--- config.mk ---
export PLATFORM = sky130hd
export DESIGN_NAME = tddfa_fifo
export DESIGN_NICKNAME = d
export VERILOG_FILES = /design/src/hdl/tddfa_pkg.sv /design/src/hdl/tddfa_fifo.sv
export SDC_FILE = /design/constraint.sdc
export NUM_CORES = 1
export LEC_CHECK = 0
export BUFFER_PORTS_ARGS = -buffer_cell sky130_fd_sc_hd__buf_4
export CORE_UTILIZATION = 40
export CTS_BUF_LIST = sky130_fd_sc_hd__clkbuf_16
export DETAILED_ROUTE_END_ITERATION = 10
export PLACE_DENSITY = 0.62
export SETUP_SLACK_MARGIN = 0.5
export SYNTH_ARGS = -nofsm -noshare
export SYNTH_HDL_FRONTEND = slang
export SYNTH_SLANG_ARGS = --single-unit
--- constraint.sdc ---
create_clock -name aclk -period 2.4 [get_ports aclk]
set_clock_uncertainty 0.05 [all_clocks]
set_input_delay 0.24 -clock aclk [delete_from_list [all_inputs] [get_ports aclk]]
set_output_delay 0.24 -clock aclk [all_outputs]
set_load 0.05 [all_outputs]
--- src/hdl/tddfa_pkg.sv ---
// shared types and codes for the table driven dfa recognizer
// used by tddfa_front, tddfa_fifo, tddfa_back and the top level
package tddfa_pkg;

    // input opcodes
    localparam logic [2:0] OP_ALPHA = 3'd0;
    localparam logic [2:0] OP_TRANS = 3'd1;
    localparam logic [2:0] OP_SLOT  = 3'd2;
    localparam logic [2:0] OP_CHAR  = 3'd3;
    localparam logic [2:0] OP_END   = 3'd4;

    // kinds of work passed from front to back
    localparam logic [1:0] K_CHAR   = 2'd0;
    localparam logic [1:0] K_TWRITE = 2'd1;
    localparam logic [1:0] K_SWRITE = 2'd2;
    localparam logic [1:0] K_END    = 2'd3;

    localparam int SYM_W       = 8;
    localparam int GROUP       = 16;
    localparam int LOCAL_W     = 4;
    localparam int QUEUE_DEPTH = 4;
    localparam int QPTR_W      = 2;

    typedef struct packed {
        logic [2:0] opcode;
        logic [7:0] char_code;
        logic [6:0] symbol_index;
        logic [5:0] from_state;
        logic [5:0] to_state;
        logic [2:0] slot_number;
        logic       slot_valid;
        logic       last;
    } item_t;

    typedef struct packed {
        logic [1:0]       kind;
        logic             found;
        logic [SYM_W-1:0] sym;
        logic             last;
        logic [5:0]       from_state;
        logic [5:0]       to_state;
        logic [2:0]       slot_number;
        logic             slot_valid;
    } entry_t;

endpackage

--- src/hdl/tddfa_fifo.sv ---
// short queue of resolved work between the front end and the back end
// depends on tddfa_pkg
module tddfa_fifo (
    input  logic               aclk,
    input  logic               aresetn,
    input  logic               push,
    input  tddfa_pkg::entry_t  push_data,
    output logic               full,
    input  logic               pop,
    output tddfa_pkg::entry_t  pop_data,
    output logic               empty
);

    tddfa_pkg::entry_t               buf_reg [tddfa_pkg::QUEUE_DEPTH];
    logic [tddfa_pkg::QPTR_W-1:0]    wptr_reg, rptr_reg;
    logic [tddfa_pkg::QPTR_W:0]      count_reg;

    assign full     = count_reg == (tddfa_pkg::QPTR_W + 1)'(tddfa_pkg::QUEUE_DEPTH);
    assign empty    = count_reg == '0;
    assign pop_data = buf_reg[rptr_reg];

    always_ff @(posedge aclk) begin
        if (!aresetn) begin
            wptr_reg  <= '0;
            rptr_reg  <= '0;
            count_reg <= '0;
        end else begin
            if (push) begin
                wptr_reg <= wptr_reg + 1'b1;
            end
            if (pop) begin
                rptr_reg <= rptr_reg + 1'b1;
            end
            if (push && !pop) begin
                count_reg <= count_reg + 1'b1;
            end else if (pop && !push) begin
                count_reg <= count_reg - 1'b1;
            end
        end
    end

    always_ff @(posedge aclk) begin
        if (push) begin
            buf_reg[wptr_reg] <= push_data;
        end
    end

endmodule

==> impl_metrics.toml <==
[synth]
yosys.cell_types.count = 21
synth_top_cell_by_area = "edfxtp_1"
synth_nets = 227
syn_inst = 189
ys_ff_latch = 121
avgSynthCellArea_um2 = 24.0
synth_top_area_frac = 0.742
synth_top_cells_by_area = "edfxtp_1, mux4_2, mux4_1, dfxtp_1, ha_1"
ys_seq_area_frac = 0.781
synth_area_um2 = 4540
synth.yosys.warnings = 0

[critical_path]
crit_arrival_ns = 1.74
worstSetupPathType = "reg -> out"
reg2reg_from = "count_reg[0]"
critPathCaptureType = "primary output"
worstPathRequired_ns = 2.11
startpoint_type = "flip-flop"
cp_max_fo = 8

[die]
dieHeight_um = 108
fp.dieArea_um2 = 11800
rows = 38
initial_core_util = 0.415
boundaryPins = 62
die_w_um = 108
coreArea_um2 = 10900

[finish]
syn_to_final_growth_pct = 38.2
fillers = 841
antenna_cells = 0
drive_gt1_frac = 0.443
final_cell_mix = "edfxtp_1, buf_4, mux4_2, dlygate4sd3_1, buf_6"
final_common_cell = "edfxtp_1"
nets = 344
largest_register_ffs = 112

[global_route]
grt.total_usage = 0.151
overflow = 0
antenna_found_initial = 0
grt_pass1_wl_um = 12400
grt_start_max_net_pins = 25
grt_pass1_vias = 2383

[power_and_ir_drop]
p_per_area_nw_per_um2 = 914
ir_drop_uv = 434
p_leak_nw = 2.22

[sta]
hold_violations = 0
hold_ws_ns = 0.0443
worst_pin_slew_ns = 0.365
slew_headroom = 0.757
layout_min_cycle_time_ns = 2.03
tns_ns = 0
fin_crit_sh = 0.844
rsz0062_at_grt = "true"
final-setup-viol-count = 0
finalMaxSlewViolations = 0
clock.fmax_ghz = 0.494

[routing]
wl_um = 8200
wl_per_cell_um = 17.9
drc = 0
firstDrtPassIters = 4
antenna_left = 0
route.vias.total = 2226
via_per_inst = 4.86
drtIter0Drc = 83

[clock_tree]
htree_levels = 4
cts_sinks = 121
clkLatencyLatePin_ns = 0.40
root_buffer = "clkbuf_16"
path_clk_slew_ns = 0.06
cts_made_buffers = 17
cts_buffer_depth = 2
cts_tree = "done"

[placement]
globalplace.congestion = 0.627
port_buffers = 61
post-dp-hpwl_um = 4950

[flow_run]
drv_cap = 0

[run_status]
status = "complete, no violations"

[worst_hold_path]
holdCritStartpoint = "aresetn"
hold_path_class = "in -> reg"
## layout make-up
class	count	area, um^2	area share
Tap cell	140	175	0.0280
Sequential cell	121	3550	0.567
Inverter	4	15.0	0.00240
Clock buffer	17	425	0.0679
Timing Repair Buffer	104	1090	0.174
Multi-Input combinational cell	58	886	0.141
Clock inverter	14	124	0.0198
## worst paths after layout
kind                   to  slack, ns  depth (start not counted)
max           pop_data[2]       0.37                          3
min reg2reg  count_reg[2]       0.48                          2
min          count_reg[0]       0.04                          2
max reg2reg  count_reg[2]       0.79                          4
## power by group
group	total, mW	leakage, nW	internal (mW)	switching (mW)
Sequential	2.47	1.10	2.42	0.0470
Clock	2.33	0.262	1.42	0.911
Combinational	0.928	0.849	0.414	0.514
Total	5.73	2.22	4.25	1.47
## timing repair
item                                    CTS  global route
hold endpoints to repair                112             0
setup buffers                             4             0
gates cloned                              1             2
hold buffers                             28             0
endpoints found under the setup margin   28            28
pin swaps                                 0             0
resized for setup                        31            15
## layer usage
| layer | GRT usage | wire [um] | vias up |
|---|---|---|---|
| met5 | 0 | 0 | - |
| met4 | 0.0637 | 102 | 0 |
| met3 | 0.0488 | 281 | 9 |
| met2 | 0.256 | 4210 | 55 |
| met1 | 0.177 | 3600 | 1145 |
| li1 | - | - | 1017 |
## stage by stage
step / setup WS, ns / util / std cells / instance area [um^2] / total power, mW
final: 0.374 / 0.573 / 458 / 6270 / 5.73
after global routing: 0.331 / 0.573 / 458 / 6270 / 5.93
after CTS: 0.352 / 0.566 / 456 / 6190 / 5.76
after detailed placement: 0.552 / 0.476 / 392 / 5210 / 3.30
after global placement: 0.615 / 0.476 / 392 / 5210 / 3.28
after floorplan: 0.608 / - / 189 / 4540 / 3.04
## cells by family (layout without fill, tap and decap cells)
group,count (synthesis),count (layout),share of synthesized area
flops,121,121,0.781
fa+ha+maj,6,6,0.0182
xor+xnor,5,5,0.00966
compound gates,2,2,0.00276
simple gates,15,15,0.0201
mux,30,30,0.150
buf+inv,10,139,0.0179
## synthesized netlist by cell type
cell	instances
mux2i_1	2
o21ai_0	1
xor2_1	3
ha_1	5
nand2_1	1
buf_2	3
nor3b_1	1
a21boi_0	1
mux4_1	8
edfxtp_1	112
dfxtp_1	9
xnor2_1	2
fa_1	1
mux4_2	20
buf_6	1
nor3_1	1
buf_12	2
and2_1	9
or3_1	1
inv_1	4
nor2b_1	2
## worst max-delay path, stage by stage, from the launching register on
cell and delay [ns]:
dfxtp_4 0.46, buf_16 0.17, mux4_2 0.53, buf_8 0.17
Note: power is estimated with default switching activity, not from simulation.
