$ cat config.mk
export PLATFORM = sky130hd
export DESIGN_NAME = tddfa_front
export DESIGN_NICKNAME = d
export VERILOG_FILES = /design/src/hdl/tddfa_pkg.sv /design/src/hdl/tddfa_front.sv
export SDC_FILE = /design/constraint.sdc
export NUM_CORES = 2
export LEC_CHECK = 0
export BUFFER_PORTS_ARGS = -buffer_cell sky130_fd_sc_hd__buf_2
export CORE_MARGIN = 1.5
export CORE_UTILIZATION = 63
export DETAILED_ROUTE_END_ITERATION = 10
export PLACE_DENSITY = 0.8
export SLEW_MARGIN = 15
export SYNTH_ARGS = -nofsm -noshare
export SYNTH_HDL_FRONTEND = slang
export SYNTH_SLANG_ARGS = --single-unit
$ cat constraint.sdc
create_clock -name aclk -period 10.7 [get_ports aclk]
set_input_delay 1.605 -clock aclk [delete_from_list [all_inputs] [get_ports aclk]]
set_output_delay 1.605 -clock aclk [all_outputs]
set_load 0.1 [all_outputs]
$ cat src/hdl/tddfa_pkg.sv
// shared types and codes for the table driven dfa recognizer
// used by tddfa_front, tddfa_fifo, tddfa_back and the top level
package tddfa_pkg;

    // input opcodes
    localparam logic [2:0] OP_ALPHA = 3'd0;
    localparam logic [2:0] OP_TRANS = 3'd1;
    localparam logic [2:0] OP_SLOT  = 3'd2;
    localparam logic [2:0] OP_CHAR  = 3'd3;
    localparam logic [2:0] OP_END   = 3'd4;

    // kinds of work passed from front to back
    localparam logic [1:0] K_CHAR   = 2'd0;
    localparam logic [1:0] K_TWRITE = 2'd1;
    localparam logic [1:0] K_SWRITE = 2'd2;
    localparam logic [1:0] K_END    = 2'd3;

    localparam int SYM_W       = 8;
    localparam int GROUP       = 16;
    localparam int LOCAL_W     = 4;
    localparam int QUEUE_DEPTH = 4;
    localparam int QPTR_W      = 2;

    typedef struct packed {
        logic [2:0] opcode;
        logic [7:0] char_code;
        logic [6:0] symbol_index;
        logic [5:0] from_state;
        logic [5:0] to_state;
        logic [2:0] slot_number;
        logic       slot_valid;
        logic       last;
    } item_t;

    typedef struct packed {
        logic [1:0]       kind;
        logic             found;
        logic [SYM_W-1:0] sym;
        logic             last;
        logic [5:0]       from_state;
        logic [5:0]       to_state;
        logic [2:0]       slot_number;
        logic             slot_valid;
    } entry_t;

endpackage

$ cat src/hdl/tddfa_front.sv
// front end: takes input beats, owns the alphabet store and resolves each
// character to its symbol index through a three stage match pipeline
// depends on tddfa_pkg
module tddfa_front #(
    parameter int ALPHABET_DEPTH = 128
) (
    input  logic                aclk,
    input  logic                aresetn,
    input  logic                in_valid,
    output logic                in_ready,
    input  tddfa_pkg::item_t    in_item,
    input  logic [7:0]          alphabet_length,
    output logic                q_push,
    output tddfa_pkg::entry_t   q_data,
    input  logic                q_full
);

    localparam int NG  = (ALPHABET_DEPTH + tddfa_pkg::GROUP - 1) / tddfa_pkg::GROUP;
    localparam int PAD = NG * tddfa_pkg::GROUP;

    logic [7:0] alpha_reg [ALPHABET_DEPTH];

    logic advance;
    logic accept;
    logic a_keep;

    logic                  a_valid_reg, b_valid_reg, c_valid_reg;
    tddfa_pkg::entry_t     a_entry_reg, a_entry_next;
    tddfa_pkg::entry_t     b_entry_reg;
    tddfa_pkg::entry_t     c_entry_reg, c_entry_next;
    logic [PAD-1:0]        a_match_reg, a_match_next;
    logic [NG-1:0]         b_found_reg, b_found_next;
    logic [tddfa_pkg::LOCAL_W-1:0] b_idx_reg [NG];
    logic [tddfa_pkg::LOCAL_W-1:0] b_idx_next [NG];

    assign advance  = !c_valid_reg || !q_full;
    assign in_ready = advance;
    assign accept   = in_valid && advance;

    // alphabet entries, each written at its own decoded index
    always_ff @(posedge aclk) begin
        for (int j = 0; j < ALPHABET_DEPTH; j++) begin
            if (accept && in_item.opcode == tddfa_pkg::OP_ALPHA &&
                {1'b0, in_item.symbol_index} == 8'(j)) begin
                alpha_reg[j] <= in_item.char_code;
            end
        end
    end

    genvar gj;
    generate
        for (gj = 0; gj < PAD; gj++) begin : g_match
            if (gj < ALPHABET_DEPTH) begin : g_live
                assign a_match_next[gj] = (alpha_reg[gj] == in_item.char_code) &&
                                          (9'(gj) < {1'b0, alphabet_length});
            end else begin : g_pad
                assign a_match_next[gj] = 1'b0;
            end
        end
    endgenerate

    always_comb begin
        a_entry_next             = '0;
        a_entry_next.sym         = tddfa_pkg::SYM_W'(in_item.symbol_index);
        a_entry_next.last        = in_item.last;
        a_entry_next.from_state  = in_item.from_state;
        a_entry_next.to_state    = in_item.to_state;
        a_entry_next.slot_number = in_item.slot_number;
        a_entry_next.slot_valid  = in_item.slot_valid;
        a_keep                   = 1'b1;
        case (in_item.opcode)
            tddfa_pkg::OP_TRANS: begin
                a_entry_next.kind = tddfa_pkg::K_TWRITE;
            end
            tddfa_pkg::OP_SLOT: begin
                a_entry_next.kind = tddfa_pkg::K_SWRITE;
            end
            tddfa_pkg::OP_CHAR: begin
                a_entry_next.kind = tddfa_pkg::K_CHAR;
            end
            tddfa_pkg::OP_END: begin
                a_entry_next.kind = tddfa_pkg::K_END;
            end
            default: begin
                // alphabet writes finish here, unused opcodes vanish
                a_entry_next.kind = tddfa_pkg::K_END;
                a_keep            = 1'b0;
            end
        endcase
    end

    // per group: any hit and the lowest hit inside the group
    always_comb begin
        for (int g = 0; g < NG; g++) begin
            b_found_next[g] = |a_match_reg[g*tddfa_pkg::GROUP +: tddfa_pkg::GROUP];
            b_idx_next[g]   = '0;
            for (int i = tddfa_pkg::GROUP - 1; i >= 0; i--) begin
                if (a_match_reg[g*tddfa_pkg::GROUP + i]) begin
                    b_idx_next[g] = tddfa_pkg::LOCAL_W'(i);
                end
            end
        end
    end

    // lowest group with a hit gives the symbol
    always_comb begin
        c_entry_next = b_entry_reg;
        if (b_entry_reg.kind == tddfa_pkg::K_CHAR) begin
            c_entry_next.found = 1'b0;
            c_entry_next.sym   = '0;
            for (int g = NG - 1; g >= 0; g--) begin
                if (b_found_reg[g]) begin
                    c_entry_next.found = 1'b1;
                    c_entry_next.sym   = tddfa_pkg::SYM_W'(g * tddfa_pkg::GROUP) +
                                         tddfa_pkg::SYM_W'(b_idx_reg[g]);
                end
            end
        end
    end

    always_ff @(posedge aclk) begin
        if (!aresetn) begin
            a_valid_reg <= 1'b0;
            b_valid_reg <= 1'b0;
            c_valid_reg <= 1'b0;
        end else if (advance) begin
            a_valid_reg <= accept && a_keep;
            b_valid_reg <= a_valid_reg;
            c_valid_reg <= b_valid_reg;
        end
    end

    always_ff @(posedge aclk) begin
        if (advance) begin
            a_entry_reg <= a_entry_next;
            a_match_reg <= a_match_next;
            b_entry_reg <= a_entry_reg;
            b_found_reg <= b_found_next;
            b_idx_reg   <= b_idx_next;
            c_entry_reg <= c_entry_next;
        end
    end

    assign q_push = c_valid_reg && !q_full;
    assign q_data = c_entry_reg;

endmodule

==> flow_summary.yaml <==
die:
  die_area_sq_um: 86900
  die_w_um: 295
  die_h_um: 295
  design.core.area_sq_um: 84000
  num_rows: 106
  io_pins: 77
  start_util: 0.639
synthesis:
  yosysWarnings: 0
  async_flop_share: 0
  synth_area_leaders: "edfxtp_1 (71%), xnor2_1 (12%), xor2_1 (5.0%)"
  post-synth-top-count-cell: "edfxtp_1"
  synth_seq_area_share: 0.713
  ys_ff_latch: 1274
  syn_inst: 3492
  synth_top_flop_cell: "edfxtp_1"
  synth.top_cells.by_count: "edfxtp_1 (1,271), xnor2_1 (719), xor2_1 (306)"
  synth_top_cell_by_area: "edfxtp_1"
  syn_area_per_cell_sq_um: 15.4
  synth_cell_type_count: 54
  synth_edf_count: 1271
  syn_nets: 3539
  syn_area_sq_um: 53600
  synth_top_area_share: 0.712
cells_and_area:
  seqCellArea_sq_um: 38200
  drive_gt1_frac: 0.0847
  syn2layout_area_growth_pct: 10.5
  fin_area_sq_um: 59200
  final_core_util: 0.706
  final_cells: 4807
  multi_input_area_sq_um: 14500
  nets: 3621
  largest_reg_flops: 1024
  fillers: 5101
place:
  dpl.hpwl_um: 70200
  port_buffers: 75
  dp.cells: 4575
  place_congestion: 0.910
  place_area_sq_um: 55100
timing:
  final.setup.tns_ps: 0
  setup_viol: 0
  period_share: 0.459
  holdWs_ps: 421
  skew_ps: 20.4
  hold_viol: 0
  slew_violations: 0
  min_period_ps: 4920
  grt_setup_unrepaired: "no"
  relSlewSlack: 0.130
  fmax_mhz: 203
  tightest_slew_ps: 1300
grt:
  grt_pass1_wl_um: 186000
  grt_pass1_vias: 30500
  grt_max_degree: 161
  grt_usage: 0.292
  grt_overflow: 0
  antenna_found_initial: 9
setup_path:
  endpoint: "in_ready"
  crit_path_max_fanout: 91
  critPathLaunchType: "input port"
  reg2reg_slack_ps: 7340
  end_kind: "output pin"
  crit_arrival_ps: 3310
  path_class: "input port to output pin"
  r2r_start: "c_valid_reg$_SDFFE_PN0N_"
  worstPathRequired_ps: 9100
  startpoint: "q_full"
  r2r_cells: 4
  crit-reg2reg-capture: "alpha_reg[1][347]$_DFFE_PP_"
clock_network:
  cts_root_buf: "clkbuf_16"
  cts_max_level: 4
  holdBufCountCts: 0
  cts-buffers-inserted: 131
  clockBufferDepth: 3
  clock_latency_ps: 740
  postCtsSetupBuffers: 0
  cts_tree: "yes"
  clock_sinks: 1274
  postCtsResizedCells: 0
  path_clk_slew_ps: 60
power:
  p_leak_nw: 18.7
  ir_drop_mv: 0.174
  p_per_area_nw_per_um2: 180
min_path:
  hold_path.class: "flip-flop to flip-flop"
route:
  drcViolationCount: 0
  finalWirelength_um: 125000
  via_per_inst: 6.22
  drt-initial-drc-count: 3465
  antenna_left: 0
  via_count: 29900
  firstDrtPassIters: 6
  wl_per_cell_um: 25.9
run:
  maxCapViolations: 0
outcome:
  status: "finished clean"
==> worst max-delay path, stage by stage <==
cell	delay, ps
buf_2	110
and2_1	380
inv_8	620
buf_2	550
==> stage by stage <==
step,total power (W),worst slack [ps]
6_report,0.0107,5780
5_1_grt,0.0109,5740
4_1_cts,0.0107,5790
3_5_place_dp,0.00635,5800
3_3_place_gp,0.00633,5830
2_1_floorplan,0.00610,1710
==> layout by cell type (no fill, tap or decap), drive strengths merged, types with 5 or more instances in the layout <==
| master | synthesis | routed |
|---|---|---|
| o2111ai | 30 | 30 |
| bufinv | 0 | 12 |
| nand4 | 175 | 175 |
| nand3 | 24 | 24 |
| or2 | 7 | 7 |
| a21oi | 72 | 72 |
| a31oi | 5 | 5 |
| o21a | 7 | 7 |
| clkbuf | 42 | 152 |
| inv | 44 | 52 |
| nor3 | 95 | 95 |
| buf | 122 | 113 |
| xnor2 | 719 | 719 |
| clkinv | 0 | 53 |
| a311o | 6 | 6 |
| nor4 | 96 | 96 |
| a2111oi | 13 | 13 |
| o211ai | 7 | 7 |
| nor2 | 232 | 232 |
| o31ai | 17 | 17 |
| a211oi | 16 | 16 |
| o32ai | 8 | 8 |
| o21ai | 28 | 28 |
| a21boi | 10 | 10 |
| nor2b | 13 | 13 |
| nand2 | 71 | 71 |
| a221o | 6 | 6 |
| edfxtp | 1271 | 1271 |
| xor2 | 306 | 306 |
| and3 | 8 | 8 |
==> per-layer routing <==
metal / vias to the layer above / track usage / wire length (um)
li1: 13000 / - / -
met3: 289 / 0.0552 / 12000
met2: 1580 / 0.459 / 58200
met4: 8 / 0.130 / 4870
met1: 15000 / 0.399 / 49500
met5: - / 0 / 51
==> how the worst min path moves through the flow <==
| stage | from | end | slack (ps) | cells after the start |
|---|---|---|---|---|
| 2_1_floorplan | a_entry_reg[0]$_DFFE_PN_ | b_entry_reg[0]$_DFFE_PN_ | 400 | 0 |
| 3_3_place_gp | a_entry_reg[21]$_DFFE_PN_ | b_entry_reg[21]$_DFFE_PN_ | 400 | 0 |
| 3_5_place_dp | a_entry_reg[5]$_DFFE_PN_ | b_entry_reg[5]$_DFFE_PN_ | 400 | 0 |
| 4_1_cts | a_entry_reg[5]$_DFFE_PN_ | b_entry_reg[5]$_DFFE_PN_ | 420 | 0 |
| 5_1_grt | a_entry_reg[7]$_DFFE_PN_ | b_entry_reg[7]$_DFFE_PN_ | 420 | 0 |
| 6_report | a_entry_reg[7]$_DFFE_PN_ | b_entry_reg[7]$_DFFE_PN_ | 420 | 0 |
==> power by group <==
| part | total [W] | internal, W | switching [W] |
|---|---|---|---|
| combinational | 0.000663 | 0.000193 | 0.000470 |
| clock | 0.00442 | 0.00257 | 0.00185 |
| sequential | 0.00559 | 0.00555 | 0.0000459 |
==> cells by family after synthesis <==
| group | Yosys count | share of synthesized area |
|---|---|---|
| AOI/OAI and AO/OA | 238 | 0.0305 |
| DFF | 1274 | 0.713 |
| and+or+nand+nor | 746 | 0.0717 |
| other | 1 | 0.0000699 |
| buffers and inverters | 208 | 0.0173 |
| xor gates and xnor gates | 1025 | 0.167 |
==> cell type report <==
type                            count  area share
Clock inverter                     77      0.0126
Multi-Input combinational cell   2010       0.244
Antenna cell                        3    0.000127
Timing Repair Buffer              113      0.0136
Clock buffer                      152      0.0574
Tap cell                         1134      0.0240
Sequential cell                  1274       0.645
Inverter                           44     0.00291
(Power assumes the default switching activity.)
